===== config.mk =====
export PLATFORM = sky130hd
export DESIGN_NAME = lom_cell
export DESIGN_NICKNAME = d
export VERILOG_FILES = /design/src/hdl/lom_pkg.sv /design/src/hdl/lom_cell.sv
export SDC_FILE = /design/constraint.sdc
export NUM_CORES = 1
export LEC_CHECK = 0
export BUFFER_PORTS_ARGS = -buffer_cell sky130_fd_sc_hd__buf_2
export CAP_MARGIN = 25
export CORE_AREA = 2 2 195 197
export CTS_CLUSTER_DIAMETER = 60
export DETAILED_ROUTE_END_ITERATION = 16
export DIE_AREA = 0 0 197 199
export PLACE_DENSITY_LB_ADDON = 0.05
export SYNTH_ARGS = -nofsm -noshare
export SYNTH_HDL_FRONTEND = slang
export SYNTH_SLANG_ARGS = --single-unit

===== constraint.sdc =====
create_clock -name clk_i -period 4.3 [get_ports clk_i]
set_input_delay 0.86 -clock clk_i [delete_from_list [all_inputs] [get_ports clk_i]]
set_output_delay 0.86 -clock clk_i [all_outputs]
set_load 0.05 [all_outputs]

===== src/hdl/lom_pkg.sv =====
// Shared types and constants of the limit order matcher.
package lom_pkg;

  // Default configuration of the book.
  localparam int unsigned OrderSlotsDef = 64;
  localparam int unsigned PriceBitsDef  = 16;

  // Fixed field widths.
  localparam int unsigned IdW       = 32;
  localparam int unsigned QtyInW    = 32;
  localparam int unsigned InPriceW  = 16;
  localparam int unsigned QtyW      = 31;
  localparam int unsigned OutPriceW = 16;
  localparam int unsigned SpreadW   = 17;
  localparam int unsigned ArrW      = 32;

  // Sequencer states.
  typedef enum logic [1:0] {
    S_IDLE,
    S_SCAN,
    S_DECIDE
  } state_e;

  // Phase of the work on one word.
  typedef enum logic {
    PH_INSERT,
    PH_MATCH
  } phase_e;

  // Update command for one slot cell.
  typedef struct packed {
    logic wr_new;
    logic take_fill;
  } cmd_t;

endpackage


===== src/hdl/lom_cell.sv =====
// One slot cell of the book: holds one order and passes the running best along the row.
module lom_cell #(
  parameter int unsigned PRICE_BITS = lom_pkg::PriceBitsDef,
  parameter int unsigned IDX_W      = 6,
  parameter int unsigned CELL_IDX   = 0
) (
  input  logic                     clk_i,
  input  logic                     rst_ni,
  input  lom_pkg::cmd_t            cmd_i,
  input  logic                     new_bid_i,
  input  logic [PRICE_BITS-1:0]    new_price_i,
  input  logic [lom_pkg::QtyW-1:0] new_rem_i,
  input  logic [lom_pkg::IdW-1:0]  new_ident_i,
  input  logic [lom_pkg::ArrW-1:0] arrival_now_i,
  input  logic [lom_pkg::QtyW-1:0] fill_i,
  input  logic                     free_f_i,
  input  logic [IDX_W-1:0]         free_idx_i,
  input  logic                     b_f_i,
  input  logic [PRICE_BITS-1:0]    b_price_i,
  input  logic [lom_pkg::ArrW-1:0] b_age_i,
  input  logic [IDX_W-1:0]         b_idx_i,
  input  logic [lom_pkg::QtyW-1:0] b_rem_i,
  input  logic                     a_f_i,
  input  logic [PRICE_BITS-1:0]    a_price_i,
  input  logic [lom_pkg::ArrW-1:0] a_age_i,
  input  logic [IDX_W-1:0]         a_idx_i,
  input  logic [lom_pkg::QtyW-1:0] a_rem_i,
  output logic                     free_f_o,
  output logic [IDX_W-1:0]         free_idx_o,
  output logic                     b_f_o,
  output logic [PRICE_BITS-1:0]    b_price_o,
  output logic [lom_pkg::ArrW-1:0] b_age_o,
  output logic [IDX_W-1:0]         b_idx_o,
  output logic [lom_pkg::QtyW-1:0] b_rem_o,
  output logic                     a_f_o,
  output logic [PRICE_BITS-1:0]    a_price_o,
  output logic [lom_pkg::ArrW-1:0] a_age_o,
  output logic [IDX_W-1:0]         a_idx_o,
  output logic [lom_pkg::QtyW-1:0] a_rem_o
);

  logic                     valid_q;
  logic                     is_bid_q;
  logic [PRICE_BITS-1:0]    price_q;
  logic [lom_pkg::QtyW-1:0] rem_q;
  logic [lom_pkg::IdW-1:0]  ident_q;
  logic [lom_pkg::ArrW-1:0] arr_q;

  logic [lom_pkg::ArrW-1:0] age;
  logic [lom_pkg::QtyW-1:0] rem_left;
  logic                     bid_take;
  logic                     ask_take;
  logic                     free_take;

  // Compare this slot against the best carried in from the left neighbor.
  always_comb begin
    age       = arrival_now_i - arr_q;
    rem_left  = rem_q - fill_i;
    bid_take  = valid_q && is_bid_q &&
                (!b_f_i || (price_q > b_price_i) ||
                 ((price_q == b_price_i) && (age > b_age_i)));
    ask_take  = valid_q && !is_bid_q &&
                (!a_f_i || (price_q < a_price_i) ||
                 ((price_q == a_price_i) && (age > a_age_i)));
    free_take = !valid_q && !free_f_i;
  end

  // Slot occupancy.
  always_ff @(posedge clk_i or negedge rst_ni) begin
    if (!rst_ni) begin
      valid_q <= 1'b0;
    end else if (cmd_i.wr_new) begin
      valid_q <= 1'b1;
    end else if (cmd_i.take_fill && (rem_left == '0)) begin
      valid_q <= 1'b0;
    end
  end

  // Slot contents.
  always_ff @(posedge clk_i) begin
    if (cmd_i.wr_new) begin
      is_bid_q <= new_bid_i;
      price_q  <= new_price_i;
      rem_q    <= new_rem_i;
      ident_q  <= new_ident_i;
      arr_q    <= arrival_now_i;
    end else if (cmd_i.take_fill) begin
      rem_q <= rem_left;
    end
  end

  // Hand the running best and first free slot to the right neighbor.
  always_ff @(posedge clk_i or negedge rst_ni) begin
    if (!rst_ni) begin
      free_f_o <= 1'b0;
      b_f_o    <= 1'b0;
      a_f_o    <= 1'b0;
    end else begin
      free_f_o <= free_f_i || free_take;
      b_f_o    <= b_f_i || bid_take;
      a_f_o    <= a_f_i || ask_take;
    end
  end

  always_ff @(posedge clk_i) begin
    free_idx_o <= free_take ? IDX_W'(CELL_IDX) : free_idx_i;
    b_price_o  <= bid_take ? price_q : b_price_i;
    b_age_o    <= bid_take ? age : b_age_i;
    b_idx_o    <= bid_take ? IDX_W'(CELL_IDX) : b_idx_i;
    b_rem_o    <= bid_take ? rem_q : b_rem_i;
    a_price_o  <= ask_take ? price_q : a_price_i;
    a_age_o    <= ask_take ? age : a_age_i;
    a_idx_o    <= ask_take ? IDX_W'(CELL_IDX) : a_idx_i;
    a_rem_o    <= ask_take ? rem_q : a_rem_i;
  end

endmodule


-- Yosys cells after proc, flatten, opt, wreduce, memory -nomap -nowiden
Index checks and enable logic that the tools add are counted.
Widths: inputs -> output; s select.
- output and inout port bits: 179
- logic and storage cells: 58
- input port bits: 326
- flip-flop bits (word level): 260
- reduce and logical (&&, ||, !) cells: 23
- order comparisons: 4
- muxes and demuxes: 10
- add/subtract/negate cells: 2
- eq/ne operators: 2
- operators with widths (cell ; count):
    $mux 31 ; 4
    $gt 32x32->1 ; 2
    $mux 32 ; 2
    $eq 16x16->1 ; 2
    $mux 16 ; 2
    $sub 32x32->32 ; 1
    $logic_not 31->1 ; 1
    $sub 31x31->31 ; 1
    $gt 16x16->1 ; 1
    $lt 16x16->1 ; 1
    $logic_and 1x1->1 ; 8
    $logic_or 1x1->1 ; 7
    $logic_not 1->1 ; 5
    $reduce_bool 2->1 ; 2
    $mux 1 ; 2

-- Logic depth before layout (Yosys ltp)
Gate-level depths: netlist (run 1).
- word-level depth: 6
- depth in mapped cells: 28
- mapped depth without buffers: 25

-- Least setup slack after synthesis (run 1)
OpenSTA, ideal clock, no wires.
- path kind: input-to-reg
- start: in arrival_now_i[0] (netlist bit)
- end: reg b_rem_o[27] (netlist bit)
- path buffers: 3
- slack: -957 ps
- stages: 24
- arrival: 5136 ps
- data required time: 4179 ps
- setup time: 121 ps
- path through: inv_1 -> ha_1 -> inv_1 -> fa_1 -> a21o_1 -> a21oi_1 -> o21ai_0 -> a22o_1 -> nand4_1 -> a211oi_1 -> or3_1 -> a21oi_2 -> xnor2_1 -> ha_1 -> nand4_1 -> or3_1 -> nand4b_1 -> nor2_1 -> o221ai_1 -> and3_1 -> clkbuf_1 -> buf_2 -> buf_1 -> mux2_2
- word-level cells in the longest chain between the ends: 6
- ends and longest elaborated chain (element ; line ; source):
    from (decl) ; lom_cell.sv:14 ; input logic [lom_pkg::ArrW-1:0] arrival_now_i,
    $sub 32x32->32 ; lom_cell.sv:57 ; age = arrival_now_i - arr_q;
    $gt 32x32->1 ; lom_cell.sv:61 ; ((price_q == b_price_i) && (age > b_age_i)));
    $logic_and 1x1->1 ; lom_cell.sv:61 ;
    $logic_or 1x1->1 ; lom_cell.sv:60 ; (!b_f_i || (price_q > b_price_i) ||
    $logic_and 1x1->1 ; lom_cell.sv:59 ; bid_take = valid_q && is_bid_q &&
    $mux 31 ; lom_cell.sv:110 ; b_rem_o <= bid_take ? rem_q : b_rem_i;
    to (signal assigned) ; lom_cell.sv:110 ;
    to (decl) ; lom_cell.sv:34 ; output logic [lom_pkg::QtyW-1:0] b_rem_o,
No other way between the ends.
A chain may end at the register's enable or synchronous reset.

-- Worst setup path after layout (run 1)
- start: in arrival_now_i[1] (netlist bit)
- end: reg b_rem_o[27] (netlist bit)
Same word-level chain as after synthesis.

==> flow_metrics.py, run 1 <==
metrics = {
    "outcome": {
        "status": "finished with violations",
        "failed_checks": "setup timing",
    },
    "floorplan": {
        "die_h_um": 199,
        "die-area_um2": 39200,
        "coreArea_um2": 37100,
        "fp.dieW_um": 197,
        "row_count": 71,
        "ioPinCount": 505,
        "start_util": 0.381,
    },
    "global_routing": {
        "grt_overflow": 0,
        "grt_max_degree": 69,
        "grt_pass1_vias": 12539,
        "grt_pass1_wl_um": 71800,
        "grtUsageTotal": 0.243,
        "antenna_found_initial": 17,
    },
    "timing": {
        "fin_ws_ns": -0.533,
        "maxSlewHeadroom": 0.370,
        "max_freq_mhz": 207,
        "setup_viol": 170,
        "timing.final.crit_share": 1.12,
        "hold_viol_final": 0,
        "report.final.slew_viol_count": 0,
        "period_needed_ns": 4.83,
        "whs_ns": 0.135,
        "tightest_slew_ns": 0.945,
        "grt_setup_unrepaired": "yes",
        "finClkSkew_ns": 0.0184,
    },
    "route": {
        "via_count": 12400,
        "avgViaCountPerCell": 4.88,
        "dr.pass1.iters": 5,
        "ant_nets": 0,
        "drc": 0,
        "wl_per_cell_um": 19.4,
        "drt-total-wl_um": 49400,
        "drt_iter0_drc": 540,
    },
    "cts": {
        "clk_pin_slew_ns": 0.06,
        "htree_levels": 2,
        "clock_latency_ns": 0.54,
        "cts_tree": "yes",
        "numCtsBuffers": 35,
        "ctsHoldBuffers": 0,
        "clock_path_buffers": 3,
        "cts_sinks": 260,
        "root_buffer": "clkbuf_16",
    },
    "power": {
        "p_leak_nw": 10.5,
        "pwr_density_cell_nw_per_um2": 499,
        "p_switching_w": 0.00389,
        "internal-power_w": 0.00653,
        "power_frac_seq": 0.299,
        "switching_share": 0.373,
        "ir_worst_vdd_uv": 345,
        "total_power_w": 0.0104,
        "combPwrFrac": 0.420,
        "power_frac_clock": 0.280,
    },
    "layout": {
        "syn_to_final_growth_pct": 47.7,
        "final_cell_mix": "470 x buf_2, 176 x dfxtp_1, 173 x inv_1",
        "nets": 2518,
        "drive_above_1_share": 0.470,
        "final_common_cell": "buf_2",
        "final_util": 0.563,
    },
    "placement": {
        "dpl.hpwl_um": 36500,
        "io_buffers": 472,
        "place_congestion": 0.875,
        "pre_cts_ws_ns": -1.18,
    },
    "worst_setup_path": {
        "required_ns": 4.72,
        "crit_type": "input pin to flip-flop",
        "crit_chain": "buf_2 > ha_4 > nor2b_4 > o31a_1 > o31ai_4 > buf_6 > o211ai_1 > a221oi_2 > a21oi_2 > a41oi_2 > a21oi_1 > a21oi_1 > xnor2_1 > ha_1 > nand4_1 > or3_1 > nand4b_1 > nor2_1 > o221ai_2 > and3_4 > buf_12 > clkbuf_16 > mux2_2",
        "crit_family": "compound AO/OA/AOI/OAI gates",
        "cp_num_buf_inv": 4,
        "worst_setup_path_end_kind": "flip-flop",
        "worstPathArrival_ns": 5.25,
        "crit_slowest_cell": "or3_1",
        "cp-start-kind": "input pin",
        "cpPeakStageDelay_ns": 0.37,
        "crit_fanout": 7,
        "crit_top_cell": "a21oi_1",
    },
    "synthesis": {
        "synthesis.area_um2": 14100,
        "synth_cell_types": 70,
        "synth_flop_cell": "dfxtp_1",
        "yosysSeqAreaShare": 0.426,
        "synth_warnings": 0,
        "async_flop_share": 0.0154,
        "synth.net_count": 1847,
        "syn_inst": 1362,
        "ys_ff_latch": 260,
        "synth_area_per_cell_um2": 10.4,
        "yosys-top-cells-area": "dfxtp_1 25%, edfxtp_1 17%, ha_1 14%",
        "synth_top_cell_by_area": "dfxtp_1",
        "synth_edf_count": 80,
        "synth_top_cell_area_share": 0.249,
    },
    "run": {
        "maxCapViolCount": 0,
    },
    "hold_path": {
        "min_path_type": "input pin to asynchronous set/reset pin",
    },
}
-- path summary, 6_finish.rpt --
path,from,end,slack [ns],cells past startpoint
max reg2reg,arr_q[1]$_DFFE_PP_,b_rem_o[27]$_DFF_P_,-0.51,23
min,rst_ni,b_f_o$_DFF_PN0_,0.13,1
min reg2reg,rem_q[0]$_DFFE_PP_,b_rem_o[0]$_DFF_P_,0.50,1
max,arrival_now_i[1],b_rem_o[27]$_DFF_P_,-0.53,23
max in group asynchronous,rst_ni,a_f_o$_DFF_PN0_,4.02,1
min in group clk_i,arrival_now_i[0],arr_q[0]$_DFFE_PP_,0.49,1
-- repair_timing --
action	4_1_cts	5_1_grt
setup endpoints to repair	170	170
gates resized for setup	85	37
gates cloned	15	7
setup buffers	31	8
hold endpoints to repair	0	0
pin swaps	37	18
-- registers in the layout, indices dropped and copies added (netlist names) --
| register | count |
|---|---|
| free_f_o | 1 |
| a_rem_o | 31 |
| b_idx_o | 6 |
| b_f_o | 1 |
| a_f_o | 1 |
| free_idx_o | 6 |
| price_q | 16 |
| a_idx_o | 6 |
| valid_q | 1 |
| a_age_o | 32 |
| a_price_o | 16 |
| arr_q | 32 |
| rem_q | 31 |
| b_price_o | 16 |
| b_rem_o | 31 |
| is_bid_q | 1 |
| b_age_o | 32 |
-- per-stage QoR --
step / TNS (ns) / std cells / instance area, um2
3_5_place_dp: -188.80 / 2417 / 18500
6_report: -69.25 / 2542 / 20900
4_1_cts: -60.34 / 2525 / 20600
5_1_grt: -104.59 / 2538 / 20900
2_1_floorplan: -75.44 / 1362 / 14600
3_3_place_gp: -184.52 / 2417 / 18500
-- area by class of cell --
cell class                 instances  area (um2)
antenna                            9        22.5
multi-input combinational        892        7970
inverter                         176         661
timing repair buffer             668        4460
fill                            3414       16200
tap                              474         593
clock buffer                      52        1040
clock inverter                    11         110
sequential                       260        6030
-- power groups by stage --
stage | Combinational (W) | Sequential [W] | Clock [W]
3_5_place_dp | 0.00399 | 0.00317 | 0
4_1_cts | 0.00432 | 0.00313 | 0.00299
3_3_place_gp | 0.00397 | 0.00318 | 0
6_report | 0.00438 | 0.00312 | 0.00292
2_1_floorplan | 0.00183 | 0.00408 | 0
5_1_grt | 0.00473 | 0.00316 | 0.00308
-- cell families (layout without fill, tap and decap cells) --
kind of cell	count (synthesis)	count (layout)	share of synthesized area
AOI/OAI and AO/OA	276	276	0.131
DFF	260	260	0.426
and+or+nand+nor	253	253	0.0910
buffers and inverters	210	907	0.0570
adders and majority gates	159	159	0.142
muxes	155	155	0.123
xor gates and xnor gates	49	49	0.0303
other	0	9	0
-- cell usage after synthesis (all sizes together), types with 19 or more instances --
cell and instances:
a21o 45, nor2 55, a21oi 73, inv 176
nand2 65, nor2b 26, nand4 26, dfxtp 176
nand3 19, mux2 154, xnor2 29, xor2 20
ha 157, o21ai 69, edfxtp 80
-- layer usage --
| layer | global-route usage | part of all wire | vias up |
|---|---|---|---|
| met3 | 0.0638 | 0.066 | 96 |
| li1 | - | - | 6184 |
| met4 | 0.0791 | 0.031 | 16 |
| met1 | 0.299 | 0.42 | 5725 |
| met5 | 0 | 0.0021 | - |
| met2 | 0.414 | 0.48 | 379 |
-- worst register-to-register path, stage by stage (launching register included) --
cell and delay, ns:
edfxtp_1 0.37, inv_2 0.09, ha_4 0.19, nor2b_4 0.12, o31a_1 0.28, o31ai_4 0.21
buf_6 0.15, o211ai_1 0.11, a221oi_2 0.34, a21oi_2 0.12, a41oi_2 0.18, a21oi_1 0.10
a21oi_1 0.20, xnor2_1 0.14, ha_1 0.32, nand4_1 0.13, or3_1 0.37, nand4b_1 0.10
nor2_1 0.06, o221ai_2 0.06, and3_4 0.35, buf_12 0.19, clkbuf_16 0.18, mux2_2 0.33
No activity file was read; power rests on OpenSTA's default activity.
==> run 2: changes to the inputs <==
--- a/config.mk
+++ b/config.mk
@@ -7,11 +7,9 @@
 export LEC_CHECK = 0
 export BUFFER_PORTS_ARGS = -buffer_cell sky130_fd_sc_hd__buf_2
 export CAP_MARGIN = 25
-export CORE_AREA = 2 2 195 197
+export CORE_UTILIZATION = 32
 export CTS_CLUSTER_DIAMETER = 60
 export DETAILED_ROUTE_END_ITERATION = 16
-export DIE_AREA = 0 0 197 199
-export PLACE_DENSITY_LB_ADDON = 0.05
 export SYNTH_ARGS = -nofsm -noshare
 export SYNTH_HDL_FRONTEND = slang
 export SYNTH_SLANG_ARGS = --single-unit
==> flow_metrics.py, run 2 (synthesized netlist as in run 1, its figures left out) <==
metrics = {
    "layout": {
        "final_common_cell": "buf_2",
        "final_cell_mix": "470 x buf_2, 176 x dfxtp_1, 173 x inv_1",
        "syn_to_final_growth_pct": 47.0,
        "top_regs": "a_age_o (32), arr_q (32), b_age_o (32)",
        "drive_above_1_share": 0.461,
        "nFillCells": 4117,
        "nets": 2515,
    },
    "placement": {
        "place_congestion": 0.902,
        "dpl.hpwl_um": 38400,
        "io_buffers": 472,
        "pre_cts_ws_ns": -1.34,
    },
    "route": {
        "avgViaCountPerCell": 4.76,
        "wl_met2_um": 24400,
        "via_count": 12593,
        "dr.pass1.iters": 5,
        "wl_per_cell_um": 18.7,
        "ant_nets": 0,
        "drt-met1-wl_um": 19400,
        "drc": 0,
        "met3_wirelength_um": 3930,
        "drt-total-wl_um": 49500,
        "top_layer": "met5",
        "drt_iter0_drc": 535,
    },
    "worst_setup_path": {
        "required_ns": 4.73,
        "cp_num_buf_inv": 6,
        "worstSetupStartpoint": "arrival_now_i[0]",
        "reg2reg_depth": 24,
        "timing.rr.start": "arr_q[1]$_DFFE_PP_",
        "worstPathArrival_ns": 5.36,
        "critPathCapture": "a_rem_o[16]$_DFF_P_",
        "crit_family": "compound AO/OA/AOI/OAI gates",
        "crit_fanout": 7,
        "crit_top_cell": "nand4_1",
        "crit_type": "input pin to flip-flop",
        "cp.depth": 26,
        "worst_setup_path_end_kind": "flip-flop",
        "cp-start-kind": "input pin",
        "cpPeakStageDelay_ns": 0.38,
        "crit_slowest_cell": "or3_1",
        "r2r_slack_ns": -0.61,
        "r2r_end": "a_rem_o[16]$_DFF_P_",
    },
    "timing": {
        "grt_setup_unrepaired": "yes",
        "finClkSkew_ns": 0.0271,
        "setup_viol": 170,
        "fin_ws_ns": -0.624,
        "tightest_slew_ns": 0.834,
        "whs_ns": 0.134,
        "report.final.slew_viol_count": 0,
        "maxSlewHeadroom": 0.444,
        "period_needed_ns": 4.92,
        "hold_viol_final": 0,
        "max_freq_mhz": 203,
        "timing.final.crit_share": 1.15,
    },
    "floorplan": {
        "fp.dieW_um": 212,
        "die-area_um2": 45100,
        "die_h_um": 212,
        "coreArea_um2": 43400,
        "ioPinCount": 505,
        "row_count": 76,
        "start_util": 0.326,
    },
    "cts": {
        "clk_pin_slew_ns": 0.06,
        "root_buffer": "clkbuf_16",
        "clock_latency_ns": 0.56,
        "cts_sinks": 260,
        "numCtsBuffers": 36,
        "clock_path_buffers": 3,
        "cts_tree": "yes",
        "htree_levels": 2,
    },
    "power": {
        "pwr_density_cell_nw_per_um2": 516,
        "power_frac_seq": 0.293,
        "p_leak_nw": 10.5,
        "switching_share": 0.372,
        "internal-power_w": 0.00674,
        "combPwrFrac": 0.400,
        "ir_worst_vdd_uv": 333,
        "power_frac_clock": 0.308,
        "p_switching_w": 0.00400,
    },
    "outcome": {
        "status": "finished with violations",
        "failed_checks": "setup timing",
    },
    "global_routing": {
        "grt_pass1_wl_um": 70700,
        "grt_max_degree": 68,
        "antenna_found_initial": 13,
        "grt_overflow": 0,
        "grt_pass1_vias": 12822,
        "grtUsageTotal": 0.205,
    },
    "run": {
        "maxCapViolCount": 0,
    },
    "hold_path": {
        "min_path_type": "input pin to asynchronous set/reset pin",
    },
}
## run 2: worst reg2reg max path, delay by kind of cell, from the launching register on
family                   cells  cell delay, ns
AND/OR/NAND/NOR              2            0.22
AO/OA/AOI/OAI               13            2.58
adder cells (fa/ha/maj)      2            0.48
multiplexers                 1            0.29
flip-flops                   1            0.37
XOR/XNOR                     1            0.16
buffers and inverters        5            0.70
## run 2: timing repair
item | in CTS | in global routing
gates resized for setup | 6 | 65
buffers inserted | 3 | 21
endpoints found under the setup margin | 170 | 170
hold buffers | 0 | 0
pin swaps | 6 | 30
cloned | 0 | 13
## run 2: worst min path at each step
stage / startpoint / end / slack (ns) / cells past startpoint
2_1_floorplan: is_bid_q$_DFFE_PP_ / b_f_o$_DFF_PN0_ / 0.46 / 2
3_3_place_gp: price_q[0]$_DFFE_PP_ / b_price_o[0]$_DFF_P_ / 0.48 / 1
3_5_place_dp: price_q[0]$_DFFE_PP_ / b_price_o[0]$_DFF_P_ / 0.50 / 1
4_1_cts: rst_ni / b_f_o$_DFF_PN0_ / 0.09 / 1
5_1_grt: rst_ni / b_f_o$_DFF_PN0_ / 0.12 / 1
6_report: rst_ni / b_f_o$_DFF_PN0_ / 0.13 / 1
## run 2: area by class of cell
class / count / area (um2) / share of cell area
antenna: 3 / 7.51 / 0.000361
clock buffer: 44 / 1020 / 0.0493
clock inverter: 22 / 295 / 0.0142
inverter: 176 / 661 / 0.0318
multi-input combinational: 893 / 7840 / 0.377
sequential: 260 / 6030 / 0.290
tap: 585 / 732 / 0.0352
timing repair buffer: 663 / 4210 / 0.203
## run 2: routing by layer
| metal | vias to the layer above | GRT usage |
|---|---|---|
| met5 | - | 0 |
| met4 | 16 | 0.0801 |
| met1 | 5848 | 0.230 |
| met2 | 451 | 0.362 |
| met3 | 107 | 0.0604 |
| li1 | 6171 | - |
## run 2: power by group through the flow
stage	sequential (W)	combinational, W	clock [W]
4_1_cts	0.00314	0.00408	0.00336
2_1_floorplan	0.00408	0.00183	0
3_5_place_dp	0.00319	0.00405	0
3_3_place_gp	0.00319	0.00399	0
5_1_grt	0.00318	0.00462	0.00346
6_report	0.00314	0.00429	0.00330
## run 2: per-stage QoR
step,area (um2),util,TNS (ns),power (W),instances
after global routing,20800,0.480,-136.18,0.0113,2644
after floorplan,14600,-,-75.44,0.00591,1362
after detailed placement,18700,0.431,-204.85,0.00724,2540
after global placement,18700,0.431,-196.44,0.00718,2540
after CTS,20100,0.463,-91.40,0.0106,2609
final,20800,0.480,-88.90,0.0107,2646
==> run 3: changes to the inputs <==
--- a/config.mk
+++ b/config.mk
@@ -7,9 +7,13 @@
 export LEC_CHECK = 0
 export BUFFER_PORTS_ARGS = -buffer_cell sky130_fd_sc_hd__buf_2
 export CAP_MARGIN = 25
+export CELL_PAD_IN_SITES_DETAIL_PLACEMENT = 1
+export CELL_PAD_IN_SITES_GLOBAL_PLACEMENT = 1
+export CORE_MARGIN = 2
 export CORE_UTILIZATION = 32
 export CTS_CLUSTER_DIAMETER = 60
 export DETAILED_ROUTE_END_ITERATION = 16
+export PLACE_DENSITY_LB_ADDON = 0.1
 export SYNTH_ARGS = -nofsm -noshare
 export SYNTH_HDL_FRONTEND = slang
 export SYNTH_SLANG_ARGS = --single-unit
==> flow_metrics.py, run 3 (synthesized netlist as in run 1, its figures left out) <==
metrics = {
    "global_routing": {
        "antenna_found_initial": 20,
        "grtUsageTotal": 0.226,
        "grt_overflow": 0,
        "grt_pass1_wl_um": 79900,
        "grt_max_degree": 60,
        "grt_pass1_vias": 13689,
    },
    "route": {
        "via_count": 12555,
        "drt_iter0_drc": 453,
        "wl_per_cell_um": 20.0,
        "drc": 0,
        "dr.pass1.iters": 4,
        "drt-total-wl_um": 53200,
        "ant_nets": 0,
        "avgViaCountPerCell": 4.71,
    },
    "worst_setup_path": {
        "worst_setup_path_end_kind": "flip-flop",
        "crit_chain": "buf_2 > ha_4 > nor2b_4 > o31a_1 > o31ai_4 > o21ai_2 > a221o_1 > a21oi_2 > o21bai_1 > a21oi_1 > xnor2_1 > ha_1 > a21o_1 > a21oi_2 > nor2b_1 > o21ai_1 > nand2b_1 > a221oi_2 > buf_4 > o221ai_2 > and3_4 > buf_6 > buf_12 > mux2_2",
        "crit_slowest_cell": "a221o_1",
        "worstSetupStartpoint": "arrival_now_i[1]",
        "cpPeakStageDelay_ns": 0.35,
        "crit_top_cell": "a21oi_2",
        "worstPathArrival_ns": 5.38,
        "required_ns": 4.71,
        "timing.rr.start": "arr_q[1]$_DFFE_PP_",
        "cp-start-kind": "input pin",
        "crit_type": "input pin to flip-flop",
        "crit_fanout": 10,
    },
    "cts": {
        "root_buffer": "clkbuf_16",
        "htree_levels": 2,
        "clk_pin_slew_ns": 0.06,
        "cts_tree": "yes",
        "clock_path_buffers": 3,
        "ctsHoldBuffers": 0,
        "clock_latency_ns": 0.55,
        "numCtsBuffers": 37,
        "cts_sinks": 260,
    },
    "floorplan": {
        "row_count": 77,
        "die-area_um2": 45900,
        "die_h_um": 214,
        "coreArea_um2": 43900,
        "start_util": 0.322,
        "ioPinCount": 505,
        "fp.dieW_um": 214,
    },
    "power": {
        "switching_share": 0.374,
        "pwr_density_cell_nw_per_um2": 513,
        "ir_worst_vdd_uv": 291,
        "internal-power_w": 0.00672,
        "p_switching_w": 0.00402,
        "total_power_w": 0.0107,
        "combPwrFrac": 0.409,
        "p_leak_nw": 10.5,
        "power_frac_seq": 0.293,
        "power_frac_clock": 0.299,
    },
    "layout": {
        "final_util": 0.476,
        "nFillCells": 5011,
        "syn_to_final_growth_pct": 47.9,
        "final_common_cell": "buf_2",
        "final_cell_mix": "471 x buf_2, 176 x dfxtp_1, 174 x inv_1",
        "nets": 2519,
        "drive_above_1_share": 0.468,
        "final_area_um2": 20900,
        "top_regs": "a_age_o (32), arr_q (32), b_age_o (32)",
    },
    "outcome": {
        "status": "finished with violations",
        "failed_checks": "setup timing",
    },
    "placement": {
        "place_congestion": 0.848,
        "dpl.hpwl_um": 41500,
        "place_area_um2": 18800,
        "io_buffers": 472,
    },
    "timing": {
        "timing.final.crit_share": 1.15,
        "finClkSkew_ns": 0.0280,
        "maxSlewHeadroom": 0.400,
        "fin_ws_ns": -0.666,
        "setup_viol": 170,
        "whs_ns": 0.133,
        "tightest_slew_ns": 0.900,
        "setup_tns_ns": -91.41,
        "period_needed_ns": 4.97,
        "report.final.slew_viol_count": 0,
        "max_freq_mhz": 201,
        "grt_setup_unrepaired": "yes",
        "hold_viol_final": 0,
    },
    "hold_path": {
        "min_path_type": "input pin to asynchronous set/reset pin",
    },
    "run": {
        "maxCapViolCount": 0,
    },
}
run 3: cell count changes in the layout (fill, tap and decap cells not counted), sizes merged, moves of 2 or more:
cell	before	now
clkinvlp	0	3
diode	3	10
clkinv	6	3
bufinv	5	2
buf	653	664
clkbuf	54	56
inv	187	182
run 3: layout make-up:
cell class | instances | area [um2] | area share
Antenna cell | 10 | 25.0 | 0.00120
Clock buffer | 54 | 1140 | 0.0543
Clock inverter | 14 | 155 | 0.00741
Inverter | 176 | 661 | 0.0316
Multi-Input combinational cell | 892 | 7930 | 0.379
Sequential cell | 260 | 6030 | 0.288
Tap cell | 592 | 741 | 0.0354
Timing Repair Buffer | 667 | 4260 | 0.204
run 3: power groups by stage:
| stage | registers, W | clock network [W] | logic (W) |
|---|---|---|---|
| after floorplan | 0.00408 | 0 | 0.00183 |
| after global placement | 0.00319 | 0 | 0.00406 |
| after detailed placement | 0.00320 | 0 | 0.00414 |
| after CTS | 0.00315 | 0.00329 | 0.00439 |
| after global routing | 0.00318 | 0.00339 | 0.00474 |
| final | 0.00314 | 0.00321 | 0.00439 |
run 3: worst paths after layout:
kind	end	slack, ns	depth (start not counted)
max	b_age_o[2]$_DFF_P_	-0.67	24
min	a_f_o$_DFF_PN0_	0.13	1
max reg2reg	b_age_o[2]$_DFF_P_	-0.64	24
min reg2reg	b_price_o[0]$_DFF_P_	0.50	1
max in group asynchronous	b_f_o$_DFF_PN0_	4.01	1
min in group clk_i	price_q[0]$_DFFE_PP_	0.48	1
run 3: worst max-delay path, delay by kind of cell:
family	cells	cell delay [ns]
AO/OA/AOI/OAI	12	2.37
XOR/XNOR	1	0.17
adder cells (fa/ha/maj)	2	0.52
buffers and inverters	4	0.59
multiplexers	1	0.27
AND/OR/NAND/NOR	4	0.55
run 3: metal layers:
layer,vias up,global-route usage,wire [um]
li1,6175,-,-
met1,5981,0.275,22800
met2,290,0.391,26200
met3,89,0.0574,2720
met4,20,0.0704,1340
met5,-,0,117
run 3: stage by stage:
step,cells,worst slack (ns)
after detailed placement,2545,-1.34
after floorplan,1362,-0.570
after global placement,2545,-1.27
after CTS,2650,-0.607
final,2665,-0.666
after global routing,2663,-0.894
run 3: repair_timing:
item,in CTS,in global routing
endpoints found under the setup margin,170,170
gates resized for setup,68,43
setup buffers,28,13
pin swaps,18,7
gates cloned,10,2
